<file path="src/rtl/core/sha256_pkg.sv">
// Package for the SHA-256 byte stream hasher: types, constants and round functions.
// Used by the controller, datapath and top level; depends on nothing.
package sha256_pkg;

  localparam int unsigned BlockBytes = 64;
  localparam int unsigned Rounds     = 64;
  localparam int unsigned LenPos     = 56;

  typedef logic [31:0] word_t;

  localparam word_t InitHash [8] = '{
    32'h6a09e667, 32'hbb67ae85, 32'h3c6ef372, 32'ha54ff53a,
    32'h510e527f, 32'h9b05688c, 32'h1f83d9ab, 32'h5be0cd19
  };

  localparam word_t RoundK [64] = '{
    32'h428a2f98, 32'h71374491, 32'hb5c0fbcf, 32'he9b5dba5, 32'h3956c25b, 32'h59f111f1,
    32'h923f82a4, 32'hab1c5ed5, 32'hd807aa98, 32'h12835b01, 32'h243185be, 32'h550c7dc3,
    32'h72be5d74, 32'h80deb1fe, 32'h9bdc06a7, 32'hc19bf174, 32'he49b69c1, 32'hefbe4786,
    32'h0fc19dc6, 32'h240ca1cc, 32'h2de92c6f, 32'h4a7484aa, 32'h5cb0a9dc, 32'h76f988da,
    32'h983e5152, 32'ha831c66d, 32'hb00327c8, 32'hbf597fc7, 32'hc6e00bf3, 32'hd5a79147,
    32'h06ca6351, 32'h14292967, 32'h27b70a85, 32'h2e1b2138, 32'h4d2c6dfc, 32'h53380d13,
    32'h650a7354, 32'h766a0abb, 32'h81c2c92e, 32'h92722c85, 32'ha2bfe8a1, 32'ha81a664b,
    32'hc24b8b70, 32'hc76c51a3, 32'hd192e819, 32'hd6990624, 32'hf40e3585, 32'h106aa070,
    32'h19a4c116, 32'h1e376c08, 32'h2748774c, 32'h34b0bcb5, 32'h391c0cb3, 32'h4ed8aa4a,
    32'h5b9cca4f, 32'h682e6ff3, 32'h748f82ee, 32'h78a5636f, 32'h84c87814, 32'h8cc70208,
    32'h90befffa, 32'ha4506ceb, 32'hbef9a3f7, 32'hc67178f2
  };

  localparam logic [7:0] PadByte = 8'h80;

  // Controller states.
  typedef enum logic [2:0] {
    StIdle,      // accepting bytes
    StCompress,  // running rounds on a full block
    StPadFill,   // writing padding bytes into the block
    StPadComp,   // rounds on a padding block
    StEmit       // handing out digest words
  } state_e;

  // Commands from controller to datapath.
  typedef struct packed {
    logic       absorb;     // store input byte, bump count
    logic       pad_write;  // store one padding byte at fill position
    logic       pad_first;  // this padding byte is 0x80
    logic       pad_len;    // this padding block carries the bit length
    logic       comp_start; // load working vars, round 0 next
    logic       round_en;   // run one round
    logic       comp_done;  // fold working vars into hash
    logic       out_next;   // advance digest word pointer
    logic       restart;    // back to initial values
  } cmd_t;

  // Status back to controller.
  typedef struct packed {
    logic       fill_wrap;   // fill at 63, the next byte completes the block
    logic       len_zone;    // fill at or above 56 (length bytes)
    logic       round_last;
    logic       out_last;
  } stat_t;

  function automatic word_t rotr(word_t x, int unsigned n);
    rotr = (x >> n) | (x << (32 - n));
  endfunction

  function automatic word_t bsig0(word_t x);
    bsig0 = rotr(x, 2) ^ rotr(x, 13) ^ rotr(x, 22);
  endfunction

  function automatic word_t bsig1(word_t x);
    bsig1 = rotr(x, 6) ^ rotr(x, 11) ^ rotr(x, 25);
  endfunction

  function automatic word_t ssig0(word_t x);
    ssig0 = rotr(x, 7) ^ rotr(x, 18) ^ (x >> 3);
  endfunction

  function automatic word_t ssig1(word_t x);
    ssig1 = rotr(x, 17) ^ rotr(x, 19) ^ (x >> 10);
  endfunction

endpackage

</file>
<file path="src/rtl/core/sha256_ram.sv">
// Generic single-port-write, single-port-read RAM with registered read data.
// Stand-alone; no package dependence.
module sha256_ram #(
  parameter int unsigned Width = 8,
  parameter int unsigned Depth = 64
) (
  input  logic                     clk_i,
  input  logic                     we_i,
  input  logic [$clog2(Depth)-1:0] waddr_i,
  input  logic [Width-1:0]         wdata_i,
  input  logic [$clog2(Depth)-1:0] raddr_i,
  output logic [Width-1:0]         rdata_o
);

  logic [Width-1:0] mem_q [Depth];

  always_ff @(posedge clk_i) begin
    if (we_i) begin
      mem_q[waddr_i] <= wdata_i;
    end
    rdata_o <= mem_q[raddr_i];
  end

endmodule

</file>
<file path="src/rtl/core/sha256_datapath.sv">
// Datapath of the SHA-256 hasher: block buffer, counters, schedule and round logic.
// Depends on sha256_pkg and sha256_ram.
module sha256_datapath (
  input  logic               clk_i,
  input  logic               rst_ni,
  input  sha256_pkg::cmd_t   cmd_i,
  output sha256_pkg::stat_t  stat_o,
  input  logic [7:0]         message_byte_i,
  output logic [31:0]        digest_word_o,
  output logic [2:0]         word_index_o
);
  import sha256_pkg::*;

  logic [5:0]  fill_q, fill_d;
  logic [63:0] bits_q, bits_d;
  word_t       hash_q [8];
  word_t       v_q [8];
  word_t       w_q [16];
  logic [5:0]  rnd_q;
  logic [2:0]  oidx_q;
  // Read pointer runs four bytes per word; one byte per cycle is not enough
  // for a round per cycle, so the block is held in four byte-lane RAMs.
  logic [3:0]  rd_word;
  logic [7:0]  lane_rd [4];
  logic [7:0]  wbyte;
  logic [1:0]  wlane;
  logic        we;

  assign wlane = fill_q[1:0];
  assign we    = cmd_i.absorb | cmd_i.pad_write;

  // Length bytes go out most significant first: position 56 takes bits 63:56.
  always_comb begin
    if (cmd_i.absorb) begin
      wbyte = message_byte_i;
    end else if (cmd_i.pad_first) begin
      wbyte = PadByte;
    end else if (cmd_i.pad_len && (fill_q >= 6'(LenPos))) begin
      wbyte = bits_q[{~fill_q[2:0], 3'b111} -: 8];
    end else begin
      wbyte = 8'h00;
    end
  end

  // Word address read ahead: at comp_start word 0, then the round number + 1.
  assign rd_word = cmd_i.comp_start ? 4'd0 : 4'(rnd_q + 6'd1);

  for (genvar l = 0; l < 4; l++) begin : g_lane
    sha256_ram #(.Width(8), .Depth(BlockBytes / 4)) u_ram (
      .clk_i   (clk_i),
      .we_i    (we && (wlane == 2'(l))),
      .waddr_i (fill_q[5:2]),
      .wdata_i (wbyte),
      .raddr_i (rd_word),
      .rdata_o (lane_rd[l])
    );
  end

  word_t mem_word;
  assign mem_word = {lane_rd[0], lane_rd[1], lane_rd[2], lane_rd[3]};

  word_t w_cur, w_new, t1, t2;
  assign w_new = ssig1(w_q[14]) + w_q[9] + ssig0(w_q[1]) + w_q[0];
  assign w_cur = (rnd_q < 6'd16) ? mem_word : w_new;
  assign t1 = v_q[7] + bsig1(v_q[4]) + ((v_q[4] & v_q[5]) ^ (~v_q[4] & v_q[6]))
            + RoundK[rnd_q] + w_cur;
  assign t2 = bsig0(v_q[0]) + ((v_q[0] & v_q[1]) ^ (v_q[0] & v_q[2]) ^ (v_q[1] & v_q[2]));

  always_comb begin
    fill_d = fill_q;
    bits_d = bits_q;
    if (cmd_i.restart) begin
      fill_d = '0;
      bits_d = '0;
    end else if (cmd_i.absorb) begin
      fill_d = fill_q + 6'd1;
      bits_d = bits_q + 64'd8;
    end else if (cmd_i.pad_write) begin
      fill_d = fill_q + 6'd1;
    end
  end

  always_ff @(posedge clk_i or negedge rst_ni) begin
    if (!rst_ni) begin
      fill_q <= '0;
      bits_q <= '0;
      rnd_q  <= '0;
      oidx_q <= '0;
      for (int i = 0; i < 8; i++) hash_q[i] <= InitHash[i];
    end else begin
      fill_q <= fill_d;
      bits_q <= bits_d;
      if (cmd_i.comp_start) begin
        rnd_q <= '0;
      end else if (cmd_i.round_en) begin
        rnd_q <= rnd_q + 6'd1;
      end
      if (cmd_i.out_next) begin
        oidx_q <= oidx_q + 3'd1;
      end
      if (cmd_i.restart) begin
        for (int i = 0; i < 8; i++) hash_q[i] <= InitHash[i];
      end else if (cmd_i.comp_done) begin
        for (int i = 0; i < 8; i++) hash_q[i] <= hash_q[i] + v_q[i];
      end
    end
  end

  always_ff @(posedge clk_i) begin
    if (cmd_i.comp_start) begin
      for (int i = 0; i < 8; i++) v_q[i] <= hash_q[i];
    end else if (cmd_i.round_en) begin
      v_q[0] <= t1 + t2;
      v_q[1] <= v_q[0];
      v_q[2] <= v_q[1];
      v_q[3] <= v_q[2];
      v_q[4] <= v_q[3] + t1;
      v_q[5] <= v_q[4];
      v_q[6] <= v_q[5];
      v_q[7] <= v_q[6];
      for (int i = 0; i < 15; i++) w_q[i] <= w_q[i + 1];
      w_q[15] <= w_cur;
    end
  end

  assign stat_o.fill_wrap    = (fill_q == 6'd63);
  assign stat_o.len_zone     = (fill_q >= 6'(LenPos));
  assign stat_o.round_last   = (rnd_q == 6'(Rounds - 1));
  assign stat_o.out_last     = (oidx_q == 3'd7);

  assign digest_word_o = hash_q[oidx_q];
  assign word_index_o  = oidx_q;

endmodule

</file>
<file path="src/rtl/core/sha256_ctrl.sv">
// Controller state machine of the SHA-256 hasher: handshakes and datapath sequencing.
// Depends on sha256_pkg.
module sha256_ctrl (
  input  logic               clk_i,
  input  logic               rst_ni,
  input  logic               in_valid_i,
  output logic               in_ready_o,
  input  logic               byte_present_i,
  input  logic               end_of_message_i,
  output logic               out_valid_o,
  input  logic               out_ready_i,
  output sha256_pkg::cmd_t   cmd_o,
  input  sha256_pkg::stat_t  stat_i
);
  import sha256_pkg::*;

  state_e state_q, state_d;
  logic   fin_q, fin_d;       // padding pending after this compression
  logic   first_q, first_d;   // next padding byte is 0x80
  logic   lenblk_q, lenblk_d; // the current padding block carries the length
  logic   rwait_q, rwait_d;   // wait for the registered RAM read before rounds
  logic   fold_q, fold_d;     // rounds finished, fold into the hash

  always_ff @(posedge clk_i or negedge rst_ni) begin
    if (!rst_ni) begin
      state_q  <= StIdle;
      fin_q    <= 1'b0;
      first_q  <= 1'b0;
      lenblk_q <= 1'b0;
      rwait_q  <= 1'b0;
      fold_q   <= 1'b0;
    end else begin
      state_q  <= state_d;
      fin_q    <= fin_d;
      first_q  <= first_d;
      lenblk_q <= lenblk_d;
      rwait_q  <= rwait_d;
      fold_q   <= fold_d;
    end
  end

  always_comb begin
    state_d     = state_q;
    fin_d       = fin_q;
    first_d     = first_q;
    lenblk_d    = lenblk_q;
    rwait_d     = 1'b0;
    fold_d      = 1'b0;
    cmd_o       = '0;
    in_ready_o  = 1'b0;
    out_valid_o = 1'b0;
    unique case (state_q)
      StIdle: begin
        in_ready_o = 1'b1;
        if (in_valid_i) begin
          cmd_o.absorb = byte_present_i;
          fin_d   = end_of_message_i;
          first_d = 1'b1;
          if (byte_present_i && stat_i.fill_wrap) begin
            state_d = StCompress;
            rwait_d = 1'b1;
          end else if (end_of_message_i) begin
            state_d = StPadFill;
          end
        end
      end
      StCompress, StPadComp: begin
        if (rwait_q) begin
          cmd_o.comp_start = 1'b1;
        end else if (fold_q) begin
          cmd_o.comp_done = 1'b1;
          if (state_q == StPadComp) begin
            if (lenblk_q) begin
              state_d = StEmit;
            end else begin
              // The 0x80 block had no room for the length; a second block follows.
              state_d  = StPadFill;
              lenblk_d = 1'b1;
            end
          end else begin
            state_d = fin_q ? StPadFill : StIdle;
          end
        end else begin
          cmd_o.round_en = 1'b1;
          fold_d = stat_i.round_last;
        end
      end
      StPadFill: begin
        cmd_o.pad_write = 1'b1;
        cmd_o.pad_first = first_q;
        cmd_o.pad_len   = lenblk_q && !first_q;
        first_d = 1'b0;
        // The length fits in this block only if the 0x80 lands below it.
        if (first_q) begin
          lenblk_d = !stat_i.len_zone;
        end
        if (stat_i.fill_wrap) begin
          state_d = StPadComp;
          rwait_d = 1'b1;
        end
      end
      StEmit: begin
        out_valid_o = 1'b1;
        if (out_ready_i) begin
          cmd_o.out_next = 1'b1;
          if (stat_i.out_last) begin
            cmd_o.restart = 1'b1;
            fin_d   = 1'b0;
            state_d = StIdle;
          end
        end
      end
      default: state_d = StIdle;
    endcase
  end

endmodule

</file>
<file path="src/rtl/core/sha256_byte_stream_hasher.sv">
// Top level of the SHA-256 byte stream hasher.
// Depends on sha256_pkg, sha256_ctrl and sha256_datapath.

// The hasher takes one message byte per transaction and fills a 64-byte block.
// Completing a block starts the compression, which runs one round per cycle
// through a single shared round unit: a wait for the registered block-RAM read,
// the 64 rounds and a fold of the working variables into the hash, during
// which no input is taken. A transaction with end_of_message set writes the
// padding one byte per cycle from the fill level to the end of the block, runs
// one or two more compressions, and then presents the digest as eight 32-bit
// transactions, word 0 (most significant) first, with last_word on word 7. The
// hash then returns to its initial value and the next message may start.
// Sustained throughput is set by the round unit running 64 rounds per block,
// as no byte is taken while it runs.
module sha256_byte_stream_hasher (
  input  logic        clk_i,
  input  logic        rst_ni,
  input  logic        in_valid_i,
  output logic        in_ready_o,
  input  logic [7:0]  message_byte_i,
  input  logic        byte_present_i,
  input  logic        end_of_message_i,
  output logic        out_valid_o,
  input  logic        out_ready_i,
  output logic [31:0] digest_word_o,
  output logic [2:0]  word_index_o,
  output logic        last_word_o
);
  import sha256_pkg::*;

  cmd_t  cmd;
  stat_t stat;

  sha256_ctrl u_ctrl (
    .clk_i            (clk_i),
    .rst_ni           (rst_ni),
    .in_valid_i       (in_valid_i),
    .in_ready_o       (in_ready_o),
    .byte_present_i   (byte_present_i),
    .end_of_message_i (end_of_message_i),
    .out_valid_o      (out_valid_o),
    .out_ready_i      (out_ready_i),
    .cmd_o            (cmd),
    .stat_i           (stat)
  );

  sha256_datapath u_dp (
    .clk_i          (clk_i),
    .rst_ni         (rst_ni),
    .cmd_i          (cmd),
    .stat_o         (stat),
    .message_byte_i (message_byte_i),
    .digest_word_o  (digest_word_o),
    .word_index_o   (word_index_o)
  );

  assign last_word_o = (word_index_o == 3'd7);

endmodule

</file>
<file path="config.mk">
export PLATFORM = sky130hd
export DESIGN_NAME = sha256_byte_stream_hasher
export DESIGN_NICKNAME = d
export VERILOG_FILES = /design/src/rtl/core/sha256_pkg.sv /design/src/rtl/core/sha256_ram.sv /design/src/rtl/core/sha256_datapath.sv /design/src/rtl/core/sha256_ctrl.sv /design/src/rtl/core/sha256_byte_stream_hasher.sv
export SDC_FILE = /design/constraint.sdc
export NUM_CORES = 2
export LEC_CHECK = 0
export BUFFER_PORTS_ARGS = -buffer_cell sky130_fd_sc_hd__buf_2
export CAP_MARGIN = 15
export CELL_PAD_IN_SITES_DETAIL_PLACEMENT = 0
export CELL_PAD_IN_SITES_GLOBAL_PLACEMENT = 1
export CORE_AREA = 2 2 440 442
export DETAILED_ROUTE_END_ITERATION = 12
export DIE_AREA = 0 0 442 444
export PLACE_DENSITY = 0.87
export SETUP_SLACK_MARGIN = 0.3
export SLEW_MARGIN = 30
export SYNTH_ARGS = -nofsm -noshare
export SYNTH_HDL_FRONTEND = slang
export SYNTH_HIERARCHICAL = 1
export SYNTH_SLANG_ARGS = --single-unit
</file>
<file path="constraint.sdc">
create_clock -name clk_i -period 16.32 [get_ports clk_i]
set_input_delay 3.264 -clock clk_i [delete_from_list [all_inputs] [get_ports clk_i]]
set_output_delay 3.264 -clock clk_i [all_outputs]
set_load 0.03 [all_outputs]
</file>
# After elaboration in Yosys (flattened, before gate mapping)
# Memories as Yosys holds them, arrays and structs flattened. A register that Yosys moved wholly into a read port is not among the register bits.
# Index checks and enable logic that the tools add are counted.
[op_classes]
add_sub_neg = 22
magnitude_cmp = 4
n_eq_ne = 19
shifts = 1
muxes = 83
bitwise_logic = 39
reduce_logical = 23
[ops]
columns = ["operator", "n"]
rows = [
  ["adder 32 bit", 18],
  ["2-to-1 mux 256 bit", 2],
  ["2-to-1 mux 32 bit", 13],
  ["bitwise XOR 32 bit", 9],
  ["AND 32 bit", 5],
  ["2-to-1 mux 64 bit", 2],
  ["binary-select mux 32 bit (select 3 bit)", 1],
  ["indexed part select 71 x 7 -> 8 bit", 1],
  ["adder 64 x 4 -> 64 bit, second input constant", 1],
  ["2-to-1 mux 3 bit", 12],
  ["2-to-1 mux 1 bit", 35],
  ["inverter 32 bit", 1],
  ["bitwise OR 10 x 32 -> 32 bit", 1],
  ["bitwise OR 13 x 32 -> 32 bit", 1],
  ["bitwise OR 14 x 32 -> 32 bit", 1],
  ["bitwise OR 15 x 32 -> 32 bit", 1],
  ["bitwise OR 19 x 32 -> 32 bit", 1],
  ["bitwise OR 21 x 32 -> 32 bit", 1],
  ["bitwise OR 25 x 32 -> 32 bit", 1],
  ["bitwise OR 26 x 32 -> 32 bit", 1],
  ["bitwise OR 30 x 32 -> 32 bit", 1],
  ["bitwise OR 7 x 32 -> 32 bit", 1],
  ["bitwise XOR 32 x 22 -> 32 bit", 1],
  ["bitwise XOR 32 x 29 -> 32 bit", 1],
  ["36 further kinds", 79],
]
[totals]
reg_bits = 343
ramBits = 1280
rom_bits = 2048
input_bits = 14
output_inout_bits = 38
elab_cells = 216
n_memories = 7
[mem_list]
columns = ["name", "words", "width", "read_ports", "rd_ports_with_merged_regs", "wr", "line_no", "source"]
rows = [
  ["(no name shown)", 64, 32, 1, 0, 0, "sha256_datapath.sv:66", "+ RoundK[rnd_q] + w_cur;"],
  ["u_dp.w_q", 16, 32, 16, 0, 16, "sha256_datapath.sv:18", "word_t w_q [16];"],
  ["u_dp.v_q", 8, 32, 8, 0, 8, "sha256_datapath.sv:17", "word_t v_q [8];"],
  ["u_dp.g_lane[0].u_ram.mem_q", 16, 8, 1, 1, 1, "sha256_ram.sv:15", "logic [Width-1:0] mem_q [Depth];"],
  ["u_dp.g_lane[1].u_ram.mem_q", 16, 8, 1, 1, 1, "sha256_ram.sv:15", ""],
  ["u_dp.g_lane[2].u_ram.mem_q", 16, 8, 1, 1, 1, "sha256_ram.sv:15", ""],
  ["1 more memories", "--", "--", "--", "--", "--", "--", ""],
]

# Logic depth before layout (Yosys ltp)
# An unclocked memory read counts as a cell.
[logic_depth]
ltp_word = 11
ltp_mapped = 48
ltp_nobuf = 48

# Cells and area by module
# The synthesis kept the hierarchy.
[modules_own_cells]
columns = ["module", "n_inst", "cells_each", "area_per_inst_um2", "seq_area_each_um2"]
rows = [
  ["sha256_datapath", 1, 6595, 70366.2, 31540.2],
  ["sha256_ram", 4, 229, 5147.4, 4003.8],
  ["sha256_ctrl", 1, 61, 553.0, 200.2],
  ["sha256_byte_stream_hasher", 1, 1, 6.3, 0.0],
]

# Least setup slack after synthesis
# OpenSTA, ideal clock, no wires.
[synth_path]
kind = "flip-flop to flip-flop"
startpoint = "reg u_ctrl.state_q[2]"
endpoint = "mem u_dp/w_q[0][0] (netlist name) (enable)"
setup_time_ps = 1077
arrival_time_ps = 15467
t_required_ps = 15243
path_slack_ps = -224
stages_incl_launch_ff = 9
path_buffers = 4
period_less_slack_ps = 16544
path_cell_list = "dfrtp_1 > buf_2 > nand2b_1 > nor3_1 > clkbuf_1 > nand2b_1 > clkbuf_1 > inv_2 > clkbuf_1"
[synth_rtl]
columns = ["element", "line_no", "source"]
rows = [
  ["start: declaration", "sha256_ctrl.sv:17", "state_e state_q, state_d;"],
  ["start signal: assignment", "sha256_ctrl.sv:26", "state_q <= StIdle;"],
  ["start signal: assignment", "sha256_ctrl.sv:33", "state_q <= state_d;"],
  ["end: declaration", "sha256_datapath.sv:18", ""],
]

==> impl_metrics.ini <==
[critical_path]
cpMaxStageDelayCell = sky130_fd_sc_hd__a2111oi_1
setup.worst_path.end = u_dp/v_q[0][28]$_DFFE_PP_
worstSetupEndpointType = flop
critPathLaunchType = flop
worst_setup_path_startpoint = u_dp/w_q[1][8]$_DFFE_PP_
worstSetupPathType = reg -> reg
timing.critical_path.mode_cell = sky130_fd_sc_hd__inv_1
critical_path_arrival_ps = 12380
critPathMaxFanout = 5
timing.critical_path.slowest_cell_delay_ps = 780
worst_path_dominant_cell_family = compound AO/OA/AOI/OAI gates
reg2reg_from = u_dp/w_q[1][8]$_DFFE_PP_
rr_worst_depth = 40
r2r_slack_ps = 4460
r2r-end = u_dp/v_q[0][28]$_DFFE_PP_
crit_cells = 40
crit_buf_inv = 7
critical_path_required_ps = 16840

[routing]
vias = 61683
routed_wl_um = 261000
viasPerCell = 6.02
drc_marker_count_from_the_first_detailed_route_iteration = 7227
detailedRoute.firstPassIterationCount = 7
antenna_left = 0
detail_route.drc_violations = 0
wl_per_cell_um = 25.5

[synth]
async_reset_ff_share_pct = 20.6
synth-edff-count = 1280
post_synth_instance_area_sq_um = 91500
synth.net_count = 8198
postSynthCellCount = 7573
synth.avg_cell_area_sq_um = 12.1
synth_ff_type = sky130_fd_sc_hd__edfxtp_1
synth-seq-area-share_pct = 52.2
synth-warning-count = 6
synth.distinct_cells = 110
ys_ff_latch = 1652

[sta]
finalHoldViolCount = 0
final_max_slew_viol_count = 0
final.setup.tns_ps = 0
rsz0062_at_grt = false
maximum_frequency_from_static_timing_analysis_mhz = 84.3
timing.max_slew.rel_slack_pct = 28.6
period_minus_slack_ps = 11860
worstMarginPinSlew_ps = 1060
setup_violations = 0
timing.clock.skew_ps = 81.1
final_min_period_over_clock_period_pct = 72.7

[place]
routability_driven_placement_congestion_ratio = 0.970
port_buffers = 51
dp_hpwl_um = 185000

[clocking]
ctsHtreeMaxLevel = 4
cts_hold_buf = 0
cts.sinks = 1652
clkTransAtPathRegs_ps = 70
ctsLongestPathBuffers = 3
clock_latency_ps = 880
cts_inserted_buffers = 172
post_cts_setup_repair_buffer_count = 0
cts_resized = 0
cts_tree = built
cts_root_buffer = sky130_fd_sc_hd__clkbuf_16

[outcome]
outcome = complete, no violations

[floorplanning]
initial_utilization_pct = 47.8
die_height_um = 444
die_w_um = 442
design.die.area_sq_um = 196000
fp.coreArea_sq_um = 192000
floorplan.io_pins = 52
placement_rows = 161

[global_routing]
grt_max_degree = 205
via_count_of_the_first_global_routing_pass = 59871
grt.overflow.total = 0
groute.usage.overall_pct = 26.4
antenna_violations_before_repair = 5
grt_first_pass_wirelength_um = 390000

[hold_path]
min_path_cells = 0
hold_class = reg -> reg

[final_layout]
net_count_reported_at_finish = 8188
area_growth_pct = 9.72
fillerInstances = 16053
share_of_post_route_cells_with_drive_strength_above_1_pct = 11.9

[flow_run]
max-cap-violations = 0
## registers in the layout, summed over array words and instances (netlist names)
name / flops
u_dp/g_lane.u_ram/mem_q: 512
u_dp/w_q: 512
u_dp/hash_q: 256
u_dp/v_q: 256
u_dp/bits_q: 61
u_dp/g_lane.u_ram/rdata_o: 32
u_dp/fill_q: 6
u_dp/rnd_q: 6
u_ctrl/state_q: 3
u_dp/word_index_o: 3
u_ctrl/fin_q: 1
u_ctrl/first_q: 1
u_ctrl/fold_q: 1
u_ctrl/lenblk_q: 1
u_ctrl/rwait_q: 1
## logic make-up after synthesis
group,count (synthesis),share of synthesized area (%)
simple gates,1941,9.58
flops,1652,52.2
compound gates,1585,11.1
buf+inv,746,3.29
fa+ha+maj,615,10.0
xor+xnor,602,5.79
mux,432,8.00
## area by class of cell
cell class                      instances  area, sq um  share of cell area (%)
Clock inverter                         99         1220                    1.21
Antenna cell                            1         2.50                 0.00249
Clock buffer                          225         4670                    4.65
Multi-Input combinational cell       5175        40900                    40.8
Tap cell                             2526         3160                    3.15
Inverter                              418         1580                    1.58
Timing Repair Buffer                  144         1060                    1.06
Sequential cell                      1652        47800                    47.6
## through the flow
step	utilization [%]	std cells	area, sq um	hold slack, ps	worst slack (ps)
floorplan	-	7573	91500	400	6370
global placement	49.3	9912	94400	400	4540
detailed placement	49.3	9912	94400	405	4570
CTS	52.4	10236	100000	408	4350
global route	52.4	10240	100000	416	3580
finish	52.4	10240	100000	405	4460
## cells in the mapped netlist, drive strengths merged (207+ instances only)
master / instances / area (sq um)
nor2: 471 / 1770
xor2: 207 / 1810
inv: 416 / 1560
a21oi: 386 / 1930
edfxtp: 1280 / 38400
nand2: 834 / 3130
a21o: 217 / 1630
mux4: 209 / 4920
xnor2: 393 / 3440
clkbuf: 238 / 893
o21ai: 406 / 2040
ha: 414 / 5180
## per-layer routing
| metal | part of all wire, % | track usage (%) | routed length, um |
|---|---|---|---|
| met1 | 44 | 38.5 | 114000 |
| met4 | 3.2 | 8.51 | 8260 |
| met3 | 8.4 | 4.51 | 22000 |
| met5 | 0.0050 | 0 | 13 |
| met2 | 45 | 40.1 | 117000 |
## layout by cell type (no fill, tap or decap), types with 55 or more instances in the layout
| cell type | netlist | routed |
|---|---|---|
| sky130_fd_sc_hd__xor2_1 | 207 | 207 |
| sky130_fd_sc_hd__and3_1 | 55 | 55 |
| sky130_fd_sc_hd__clkbuf_16 | 0 | 172 |
| sky130_fd_sc_hd__buf_4 | 4 | 85 |
| sky130_fd_sc_hd__nand2_1 | 834 | 832 |
| sky130_fd_sc_hd__mux4_2 | 153 | 153 |
| sky130_fd_sc_hd__a21o_1 | 217 | 217 |
| sky130_fd_sc_hd__nor2_1 | 469 | 464 |
| sky130_fd_sc_hd__dfstp_2 | 136 | 136 |
| sky130_fd_sc_hd__o21a_1 | 67 | 67 |
| sky130_fd_sc_hd__nor3_1 | 121 | 112 |
| sky130_fd_sc_hd__xnor2_1 | 393 | 393 |
| sky130_fd_sc_hd__o21ai_0 | 291 | 283 |
| sky130_fd_sc_hd__inv_1 | 412 | 411 |
| sky130_fd_sc_hd__mux2_2 | 130 | 130 |
| sky130_fd_sc_hd__a22oi_1 | 68 | 68 |
| sky130_fd_sc_hd__mux2i_1 | 91 | 91 |
| sky130_fd_sc_hd__ha_1 | 414 | 414 |
| sky130_fd_sc_hd__mux4_1 | 56 | 56 |
| sky130_fd_sc_hd__nand2b_1 | 84 | 83 |
| sky130_fd_sc_hd__nand3_1 | 98 | 98 |
| sky130_fd_sc_hd__o21ai_1 | 114 | 115 |
| sky130_fd_sc_hd__a21oi_1 | 386 | 385 |
| sky130_fd_sc_hd__fa_1 | 197 | 197 |
| sky130_fd_sc_hd__o21bai_1 | 56 | 56 |
| sky130_fd_sc_hd__edfxtp_1 | 1280 | 1280 |
| sky130_fd_sc_hd__dfrtp_1 | 204 | 199 |
## worst min path at each step
stage | from | endpoint | slack (ps)
2_1_floorplan | u_dp/w_q[11][0]$_DFFE_PP_ | u_dp/w_q[10][0]$_DFFE_PP_ | 400
3_3_place_gp | u_dp/w_q[7][17]$_DFFE_PP_ | u_dp/w_q[6][17]$_DFFE_PP_ | 400
3_5_place_dp | u_dp/w_q[12][16]$_DFFE_PP_ | u_dp/w_q[11][16]$_DFFE_PP_ | 400
4_1_cts | u_dp/w_q[7][23]$_DFFE_PP_ | u_dp/w_q[6][23]$_DFFE_PP_ | 410
5_1_grt | u_dp/w_q[4][17]$_DFFE_PP_ | u_dp/w_q[3][17]$_DFFE_PP_ | 420
6_report | u_dp/w_q[7][23]$_DFFE_PP_ | u_dp/w_q[6][23]$_DFFE_PP_ | 400
Power is left out: the tool's default activity adds up to more than one toggle a clock period on the data nets, which glitch-free logic cannot reach.
